[src/rtl/assert_macros.svh]
// assertion macros for the detector unit
// no dependencies
`ifndef ASSERT_MACROS_SVH
`define ASSERT_MACROS_SVH

// implication checked on every rising clock edge outside reset
`define ASSERT_IMPL(label, clk_i, rst_n_i, ante, cons) \
	label: assert property (@(posedge clk_i) disable iff (!rst_n_i) (ante) |-> (cons)) \
		else $error("assertion failed");

// next-cycle implication checked outside reset
`define ASSERT_NEXT(label, clk_i, rst_n_i, ante, cons) \
	label: assert property (@(posedge clk_i) disable iff (!rst_n_i) (ante) |=> (cons)) \
		else $error("assertion failed");

`endif

[src/rtl/nrdd_pkg.sv]
// package for the node reservation deadlock detector
// constants and decision codes, no dependencies
package nrdd_pkg;
	localparam int NumAgents = 16;
	localparam int NumNodes  = 256;
	localparam int PrioBits  = 16;

	localparam logic [1:0] DEC_GRANT    = 2'd0;
	localparam logic [1:0] DEC_WAIT     = 2'd1;
	localparam logic [1:0] DEC_DEADLOCK = 2'd2;
	localparam logic [1:0] DEC_RELEASED = 2'd3;

	localparam logic ACT_MOVE    = 1'b0;
	localparam logic ACT_RELEASE = 1'b1;

	typedef logic [1:0] decision_t;
endpackage

[src/rtl/node_reservation_deadlock_detector_unit.sv]
// Usage: a transaction enters on start while busy is low and carries action,
// agent_id, from_node, to_node and agent_priority. One decision comes back on
// the decision port, marked by done for exactly one cycle.
// A release, a grant or a plain wait goes through the read, decision and output
// states before done. A blocked move then walks the wait-for chain one agent a
// cycle; a loop back to the requester adds a second walk over the loop members
// that picks the yielder.
// A new transaction can be accepted at the same edge that accepts done.
// The owner table is a synchronous memory with a registered read; the
// wait-for edges and priorities sit in per-agent registers.
// After reset a clearing pass sweeps the owner table one entry a cycle;
// busy stays high during it.
// The receiver cannot stall: done is a single-cycle strobe.
// Agent ids wrap modulo NUM_AGENTS, node numbers modulo NUM_NODES.
`include "assert_macros.svh"
module node_reservation_deadlock_detector_unit
	import nrdd_pkg::*;
#(
	parameter int NUM_AGENTS = NumAgents,
	parameter int NUM_NODES  = NumNodes,
	parameter int PRIO_BITS  = PrioBits
) (
	input  logic              clk,
	input  logic              arst_n,
	input  logic              start,
	output logic              busy,
	input  logic              action,
	input  logic [3:0]        agent_id,
	input  logic [7:0]        from_node,
	input  logic [7:0]        to_node,
	input  logic signed [15:0] agent_priority,
	output logic              done,
	output logic [1:0]        decision
);
	localparam int AW = (NUM_AGENTS > 1) ? $clog2(NUM_AGENTS) : 1;
	localparam int NW = (NUM_NODES > 1) ? $clog2(NUM_NODES) : 1;
	localparam int PW = (PRIO_BITS < 16) ? PRIO_BITS : 16;
	localparam int CW = AW + 1;

	localparam logic [3:0] ST_CLEAR = 4'd0;
	localparam logic [3:0] ST_IDLE  = 4'd1;
	localparam logic [3:0] ST_READ  = 4'd2;
	localparam logic [3:0] ST_DEC   = 4'd3;
	localparam logic [3:0] ST_WALK  = 4'd4;
	localparam logic [3:0] ST_PICK  = 4'd5;
	localparam logic [3:0] ST_OUT   = 4'd6;

	// owner memory entry: valid + id
	logic [AW:0] owner_mem [NUM_NODES];
	logic [AW:0] owner_rd_q;
	logic        mem_we;
	logic [NW-1:0] mem_wa;
	logic [AW:0]   mem_wd;

	logic [3:0] state_q;
	logic [NW:0] clr_q;

	logic            act_q;
	logic [AW-1:0]   agent_q;
	logic [NW-1:0]   to_q;
	logic            same_q;
	decision_t       dec_q;

	logic [NUM_AGENTS-1:0] wvalid_q;
	logic [AW-1:0]   wwho_q [NUM_AGENTS];
	logic [PW-1:0]   prio_q [NUM_AGENTS];

	logic [NUM_AGENTS-1:0] seen_q;
	logic [AW-1:0]   cur_q;
	logic [AW-1:0]   best_q;
	logic [CW-1:0]   cnt_q;
	logic [CW-1:0]   len_q;

	logic [AW-1:0] agent_in;
	logic [NW-1:0] to_in;
	logic [AW-1:0] nxt;
	logic          own_free;
	logic          own_mine;
	logic          better;

	// agent id wrap as a small constant table
	function automatic logic [AW-1:0] wrap_agent(input logic [3:0] v);
		logic [AW-1:0] r;
		r = '0;
		for (int i = 0; i < 16; i++)
			if (v == 4'(i))
				r = AW'(i % NUM_AGENTS);
		return r;
	endfunction

	// node number wrap as a constant table
	function automatic logic [NW-1:0] wrap_node(input logic [7:0] v);
		logic [NW-1:0] r;
		r = '0;
		for (int i = 0; i < 256; i++)
			if (v == 8'(i))
				r = NW'(i % NUM_NODES);
		return r;
	endfunction

	// wrap ids and nodes
	always_comb begin
		agent_in = wrap_agent(agent_id);
		to_in    = wrap_node(to_node);
	end

	assign busy     = (state_q != ST_IDLE);
	assign own_free = !owner_rd_q[AW];
	assign own_mine = owner_rd_q[AW-1:0] == agent_q;
	assign nxt      = wwho_q[cur_q];
	assign better   = (prio_q[cur_q] < prio_q[best_q]) ||
		((prio_q[cur_q] == prio_q[best_q]) && (cur_q > best_q));

	// owner memory write port
	always_comb begin
		mem_we = 1'b0;
		mem_wa = to_q;
		mem_wd = '0;
		if (state_q == ST_CLEAR) begin
			mem_we = 1'b1;
			mem_wa = clr_q[NW-1:0];
		end else if (state_q == ST_DEC) begin
			if (act_q == ACT_RELEASE) begin
				mem_we = !own_free && own_mine;
			end else if (own_free || own_mine) begin
				mem_we = 1'b1;
				mem_wd = {1'b1, agent_q};
			end
		end
	end

	// owner memory
	always_ff @(posedge clk) begin
		if (mem_we)
			owner_mem[mem_wa] <= mem_wd;
		owner_rd_q <= owner_mem[to_q];
	end

	// control sequencer
	always_ff @(posedge clk or negedge arst_n) begin
		if (!arst_n) begin
			state_q  <= ST_CLEAR;
			clr_q    <= '0;
			wvalid_q <= '0;
			done     <= 1'b0;
			act_q    <= ACT_MOVE;
			agent_q  <= '0;
			to_q     <= '0;
			same_q   <= 1'b0;
			dec_q    <= DEC_GRANT;
			seen_q   <= '0;
			cur_q    <= '0;
			best_q   <= '0;
			cnt_q    <= '0;
			len_q    <= '0;
			for (int i = 0; i < NUM_AGENTS; i++) begin
				prio_q[i] <= {1'b1, {(PW-1){1'b0}}};
				wwho_q[i] <= '0;
			end
		end else begin
			done <= 1'b0;
			unique case (state_q)
				ST_CLEAR: begin
					clr_q <= clr_q + 1'b1;
					if (clr_q == (NW+1)'(NUM_NODES - 1))
						state_q <= ST_IDLE;
				end
				ST_IDLE: begin
					if (start) begin
						act_q   <= action;
						agent_q <= agent_in;
						to_q    <= to_in;
						same_q  <= (from_node == to_node);
						if (action == ACT_MOVE)
							prio_q[agent_in] <= agent_priority[PW-1:0] ^ {1'b1, {(PW-1){1'b0}}};
						state_q <= ST_READ;
					end
				end
				ST_READ: state_q <= ST_DEC;
				ST_DEC: begin
					state_q <= ST_OUT;
					if (act_q == ACT_RELEASE) begin
						wvalid_q[agent_q] <= 1'b0;
						dec_q <= DEC_RELEASED;
					end else if (own_free || own_mine) begin
						wvalid_q[agent_q] <= 1'b0;
						dec_q <= DEC_GRANT;
					end else begin
						dec_q <= DEC_WAIT;
						if (!same_q) begin
							wvalid_q[agent_q] <= 1'b1;
							wwho_q[agent_q]   <= owner_rd_q[AW-1:0];
							cur_q   <= agent_q;
							seen_q  <= '0;
							cnt_q   <= '0;
							state_q <= ST_WALK;
						end
					end
				end
				// follow edges one agent a cycle
				ST_WALK: begin
					if (cnt_q != CW'(NUM_AGENTS))
						cnt_q <= cnt_q + 1'b1;
					if (!wvalid_q[cur_q] || seen_q[nxt]) begin
						state_q <= ST_OUT;
					end else if (nxt == agent_q) begin
						len_q   <= (cnt_q != CW'(NUM_AGENTS)) ? cnt_q + 1'b1 : cnt_q;
						cnt_q   <= '0;
						cur_q   <= agent_q;
						best_q  <= agent_q;
						state_q <= ST_PICK;
					end else begin
						seen_q[nxt] <= 1'b1;
						cur_q <= nxt;
					end
				end
				// second walk over the loop members for the yielder
				ST_PICK: begin
					if (cnt_q == len_q) begin
						if (best_q == agent_q) begin
							wvalid_q[agent_q] <= 1'b0;
							dec_q <= DEC_DEADLOCK;
						end
						state_q <= ST_OUT;
					end else begin
						if (better)
							best_q <= cur_q;
						cur_q <= nxt;
						cnt_q <= cnt_q + 1'b1;
					end
				end
				ST_OUT: begin
					done    <= 1'b1;
					state_q <= ST_IDLE;
				end
				default: state_q <= ST_IDLE;
			endcase
		end
	end

	assign decision = dec_q;

	`ASSERT_NEXT(a_done_from_out, clk, arst_n, state_q == ST_OUT, done)
	`ASSERT_IMPL(a_done_idle, clk, arst_n, done, state_q == ST_IDLE)
	`ASSERT_IMPL(a_pick_len, clk, arst_n, state_q == ST_PICK, cnt_q <= len_q)
	`ASSERT_NEXT(a_accept_busy, clk, arst_n, start && !busy, busy)
endmodule
[config.mk]
export PLATFORM = sky130hd
export DESIGN_NAME = node_reservation_deadlock_detector_unit
export DESIGN_NICKNAME = d
export VERILOG_FILES = /design/src/rtl/nrdd_pkg.sv /design/src/rtl/node_reservation_deadlock_detector_unit.sv
export VERILOG_INCLUDE_DIRS = /design/src /design/src/rtl
export SDC_FILE = /design/constraint.sdc
export NUM_CORES = 2
export LEC_CHECK = 0
export ABC_AREA = 1
export BUFFER_PORTS_ARGS = -buffer_cell sky130_fd_sc_hd__buf_2
export CAP_MARGIN = 15
export CORE_UTILIZATION = 30
export DETAILED_ROUTE_END_ITERATION = 10
export GPL_ROUTABILITY_DRIVEN = 0
export SLEW_MARGIN = 5
export SYNTH_ARGS = -nofsm -noshare
export SYNTH_HDL_FRONTEND = slang
export SYNTH_SLANG_ARGS = --single-unit
[constraint.sdc]
create_clock -name clk -period 17.6 [get_ports clk]
set_input_delay 3.52 -clock clk [delete_from_list [all_inputs] [get_ports clk]]
set_output_delay 3.52 -clock clk [all_outputs]
set_load 0.02 [all_outputs]
* Yosys cells after proc, flatten, opt, wreduce, memory -nomap -nowiden
Memories as Yosys holds them, arrays and structs flattened. A register that Yosys moved wholly into a read port is not among the register bits.
Cells that the tools add are included.
Widths: inputs -> output; s select.
** Cells by class
- Reductions and logical operators :: 27
- Magnitude comparators :: 13
- Bitwise gates (word level) :: 14
- Add/subtract/negate cells :: 2
- Equality and inequality tests :: 299
- Mux-type cells :: 351
** Operators by type and width (number)
- $mux 8 :: 255
- $eq 8x8->1 const B :: 128
- $eq 8x7->1 const B :: 64
- $bwmux 256 :: 1
- $eq 8x6->1 const B :: 32
- $mux 16 :: 15
- $bmux 16 s4 :: 2
- $eq 8x5->1 const B :: 16
- $mux 4 :: 28
- $bwmux 64 :: 1
- $demux 16 s4 :: 1
- $eq 8x4->1 const B :: 8
- $pmux 16 s2 :: 2
- $mux 5 :: 11
- $eq 4x4->1 const B :: 8
- $eq 8x3->1 const B :: 4
- $or 16x16->16 :: 2
- $eq 4x3->1 const B :: 7
- $pmux 4 s6 :: 1
- $ne 2x2->1 const B :: 11
- $ge 5x5->1 const B :: 4
- $not 4->5 :: 4
- $and 16x16->16 :: 1
- $bmux 4 s4 :: 1
- 44 further kinds :: 99
** Word-level totals
- Input port bits :: 40
- Output and inout port bits :: 4
- Memory bits (writable) :: 1280
- Memories :: 1
- Word-level logic and storage cells :: 753
- Register bits after elaboration :: 400
** Memories
- owner_mem :: words 256, width 5, read ports 1, clocked after Yosys merged registers in 1, wr ports 1, RTL line node_reservation_deadlock_detector_unit.sv:49 : logic [AW:0] owner_mem [NUM_NODES];

* Logic depth before layout (Yosys ltp)
- Word-level depth :: 256
- Gate-level depth with buffers :: 23
- Depth with buffers taken out :: 20

* Worst setup path after synthesis
OpenSTA, ideal clock, no wires.
- Path kind :: reg-to-reg
- Start :: register agent_q[2]
- End :: memory owner_mem[0][3] in the netlist's numbering, data pin
- Path slack :: 2325 ps
- Clock period less this slack :: 15275 ps
- Data arrival time :: 13891 ps
- Buffers on the path :: 1
- Cell stages (with the launch flop) :: 10
- Setup time :: 1384 ps
- Data required time :: 16216 ps
- Cell sequence :: dfrtp_1 > clkbuf_1 > xor2_1 > a21oi_1 > nand4_1 > nand2_1 > nand2_1 > nor2_1 > inv_1 > nor2_1
** On the way
- Cells in the longest elaborated chain, start to end :: 6
** Ends and longest elaborated chain
- from (decl) :: RTL line node_reservation_deadlock_detector_unit.sv:59 : logic [AW-1:0] agent_q;
- from (signal assigned) :: RTL line node_reservation_deadlock_detector_unit.sv:171 : agent_q <= agent_in;
- $eq 4x4->1 :: RTL line node_reservation_deadlock_detector_unit.sv:109 : assign own_mine = owner_rd_q[AW-1:0] == agent_q;
- $logic_or 1x1->1 :: RTL line node_reservation_deadlock_detector_unit.sv:125 : end else if (own_free || own_mine) begin
- $mux 5 :: RTL line node_reservation_deadlock_detector_unit.sv:125
- $mux 5 :: RTL line node_reservation_deadlock_detector_unit.sv:123 : if (act_q == ACT_RELEASE) begin
- $mux 5 :: RTL line node_reservation_deadlock_detector_unit.sv:122 : end else if (state_q == ST_DEC) begin
- $mux 5 :: RTL line node_reservation_deadlock_detector_unit.sv:119 : if (state_q == ST_CLEAR) begin
- net mem_wd[3] :: RTL line node_reservation_deadlock_detector_unit.sv:53 : logic [AW:0] mem_wd;
- to (decl) :: RTL line node_reservation_deadlock_detector_unit.sv:49
The timed path passes the listed nets, and every way through them passes these cells.

* Worst setup path after layout
- Start :: input port start
- End :: register prio_q[89] in the netlist's numbering
** On the way
- Cells in the longest elaborated chain, start to end :: 1
** Ends and longest elaborated chain
- from (decl) :: RTL line node_reservation_deadlock_detector_unit.sv:25 : input logic start,
- $reduce_and 3->1 (no source line)
- to (signal, indexed assignment) :: RTL line node_reservation_deadlock_detector_unit.sv:157 : prio_q[i] <= {1'b1, {(PW-1){1'b0}}};
- to (signal, indexed assignment) :: RTL line node_reservation_deadlock_detector_unit.sv:175 : prio_q[agent_in] <= agent_priority[PW-1:0] ^ {1'b1, {(PW-1){1'b0}}};
- to (decl) :: RTL line node_reservation_deadlock_detector_unit.sv:66 : logic [PW-1:0] prio_q [NUM_AGENTS];
No other way between the ends.
A chain may end at the register's enable or synchronous reset.

==> results.cfg <==
[outcome]
status = finished clean

[cells_and_area]
finalInstanceArea_um2 = 81800
drive_gt1_share_pct = 6.55
fin_nets = 6844
final_util_pct = 33.9
areaGrowthSynthToFinish_pct = 11.9

[worst_setup_path]
endpoint_kind = register
start_kind = input pin
cp.required_ns = 18.28
critPathArrivalTime_ns = 6.42
crit_type = input pin to register
critPathMaxFanout = 32

[die]
core_region_area_um2 = 241000
die_w_um = 496
pin_count = 44
die_height_um = 496
die_area_um2 = 246000
initial_utilization_pct = 30.3
std_cell_rows = 180

[synthesis]
synth_top_flop_cell = edfxtp_1
synth_compound_area_share_pct = 16.2
synth_cell_types = 54
synthMuxAreaShare_pct = 0.0958
syn_avg_cell_area_um2 = 10.4
ys_seq_elements = 1684
synth_simple_gate_area_share_pct = 12.3
async_reset_ff_share_pct = 23.7
synthXorXnorAreaFrac_pct = 0.371
yosys_warnings = 0
synth_nets = 7071
synth-edff-count = 1280
synthAdderAreaFrac_pct = 0.411
syn-cell-area_um2 = 73100
synth_cells = 7007
synth_top_family_by_area = compound AO/OA/AOI/OAI gates
yosysSeqAreaShare_pct = 66.4

[cts]
cts_inserted_buffers = 169
cts-root-buf = clkbuf_16
htreeDepth = 4
postCtsSetupBuffers = 0
cts_tree = yes
cts.sinks = 1684
clk_pin_slew_ns = 0.06
ctsResizeCount = 0
cts_buffer_depth = 3
cts_hold_buf = 0
clock_latency_ns = 0.83

[detailed_routing]
routed_wl_um = 211000
vias = 53400
wire_per_inst_um = 20.9
drt_iter0_drc = 6557
drcViolationCount = 0
ant_nets = 0
dr.pass1.iters = 6
avgViaCountPerCell = 5.29

[grt]
gr-usage-all-layers_pct = 16.8
antenna_found_initial = 5
grt_pass1_wl_um = 321000
grt_max_degree = 211
grt_pass1_vias = 51500
grt_overflow_total = 0

[hold_path]
hold_path_class = register to register

[timing]
min_period_ns = 5.74
grt_setup_unrepaired = false
final_hold_viol_count = 0
finClkSkew_ns = 0.0609
tightest_slew_ns = 1.19
period_share_pct = 32.6
fin_ws_ns = 11.86
final-setup-viol-count = 0
finalSetupTns_ns = 0
slew_headroom_pct = 20.4
max_freq_mhz = 174
drv_slew = 0

[placement]
place_area_um2 = 76100
io_buffers = 43
dp_hpwl_um = 121000
pre_cts_ws_ns = 11.13

[power_and_ir_drop]
power_density_nw_per_um2 = 102
power_mw = 8.34
peakVddDrop_uv = 105
p_leak_nw = 25.0

[run]
drv_cap = 0
==> state kept, by name, indices dropped and copies added, names as in the netlist, named ones only <==
register    flops
act_q           1
state_q         3
decision        2
owner_rd_q      5
best_q          4
agent_q         4
same_q          1
prio_q        256
cnt_q           5
done            1
to_q            8
seen_q         16
owner_mem    1280
wwho_q         64
len_q           5
cur_q           4
clr_q           9
==> cell usage after synthesis, types with 16 or more instances <==
cell | number | area, um2
o21ai_0 | 1451 | 7260
nor2_1 | 1217 | 4570
dfstp_2 | 16 | 420
o211ai_1 | 45 | 338
a21oi_1 | 212 | 1060
ha_1 | 24 | 300
dfrtp_1 | 383 | 9580
o21ai_1 | 49 | 245
buf_2 | 32 | 160
nand3_1 | 155 | 776
inv_1 | 255 | 957
nand2_1 | 834 | 3130
xnor2_1 | 18 | 158
o221ai_1 | 46 | 403
edfxtp_1 | 1280 | 38400
clkbuf_1 | 464 | 1740
o22ai_1 | 395 | 2470
==> worst max-delay path: stages <==
cell	delay, ns
buf_2	0.09
inv_1	0.06
nor2_4	0.65
nand2_1	0.27
nor3_1	0.49
nand2_1	0.84
o21ai_0	0.47
==> stage by stage <==
stage	cells	hold WS (ns)
final	10100	0.482
after global routing	10100	0.507
after CTS	10100	0.484
after detailed placement	9793	0.473
after global placement	9791	0.465
after floorplan	7007	0.448
==> path summary, 6_finish.rpt <==
check / slack, ns / end / startpoint / depth (start not counted)
max in group asynchronous: 13.16 / cur_q[0]$_DFFE_PN0P_ / arst_n / 2
setup reg to reg: 12.19 / best_q[3]$_DFFE_PN0P_ / cur_q[0]$_DFFE_PN0P_ / 18
hold reg to reg: 0.48 / wwho_q[20]$_DFFE_PN0P_ / wwho_q[20]$_DFFE_PN0P_ / 2
setup / recovery: 11.86 / prio_q[89]$_DFFE_PN0P_ / start / 7
min in group asynchronous: 2.79 / prio_q[174]$_DFFE_PN0P_ / arst_n / 1
hold / removal: 0.48 / wwho_q[20]$_DFFE_PN0P_ / wwho_q[20]$_DFFE_PN0P_ / 2
==> cell usage in the layout, fill, tap and decap left out, types with 4 or more instances in the layout <==
cell        synthesis  layout
o21ai_0          1451    1451
edfxtp_1         1280    1280
nor2_1           1217    1212
nand2_1           834     834
o22ai_1           395     395
dfrtp_1           383     374
inv_1             255     251
a21oi_1           212     212
clkbuf_16           0     170
nand3_1           155     153
buf_4               6      65
o21ai_1            49      49
o221ai_1           46      46
o211ai_1           45      45
buf_2              32      42
clkinv_1            4      32
clkbuf_1          464      32
clkinv_2            0      27
ha_1               24      24
xnor2_1            18      18
bufinv_16           0      16
dfstp_2            16      16
clkbuf_8            0      15
nand4_1            14      14
xor2_1             13      13
inv_2               8      10
nor3_1              8       8
nor2_4              3       8
dfrtp_4             0       8
clkinv_16           0       8
buf_12              0       8
mux2i_1             7       7
nand2_2             7       7
dfxtp_1             5       5
diode_2             0       4
nand3_2             2       4
nand2_4             4       4
clkinvlp_4          0       4
inv_16              0       4
==> cells by family after synthesis <==
group,after synthesis
AOI/OAI and AO/OA,2208
xor gates and xnor gates,31
adders and majority gates,24
buffers and inverters,786
DFF,1684
muxes,7
and+or+nand+nor,2267
==> area by class of cell <==
cell class              count  area [um2]
diodes                      4        10.0
multi-input cells        4537       21600
clock inverters            95        1150
flip-flops and latches   1684       48600
clock buffers             217        4580
inverters                 269        1040
fillers                 24000      160000
repair buffers            119         931
well taps                3185        3990
==> metal layers <==
metal	up-vias	share of wire [%]	GRT usage [%]
li1	24400	-	-
met1	26300	43	23.1
met2	2363	45	26.6
met3	415	8.3	3.05
met4	4	3.4	5.97
met5	-	0.012	0
==> report_power, final <==
| part | leakage (nW) | switching [mW] | internal (mW) | total (mW) |
|---|---|---|---|---|
| logic | 7.85 | 0.277 | 0.0826 | 0.360 |
| clock network | 2.78 | 1.62 | 2.10 | 3.72 |
| registers | 14.3 | 0.0202 | 4.24 | 4.26 |
| total | 25.0 | 1.92 | 6.42 | 8.34 |
(Power assumes the default switching activity.)
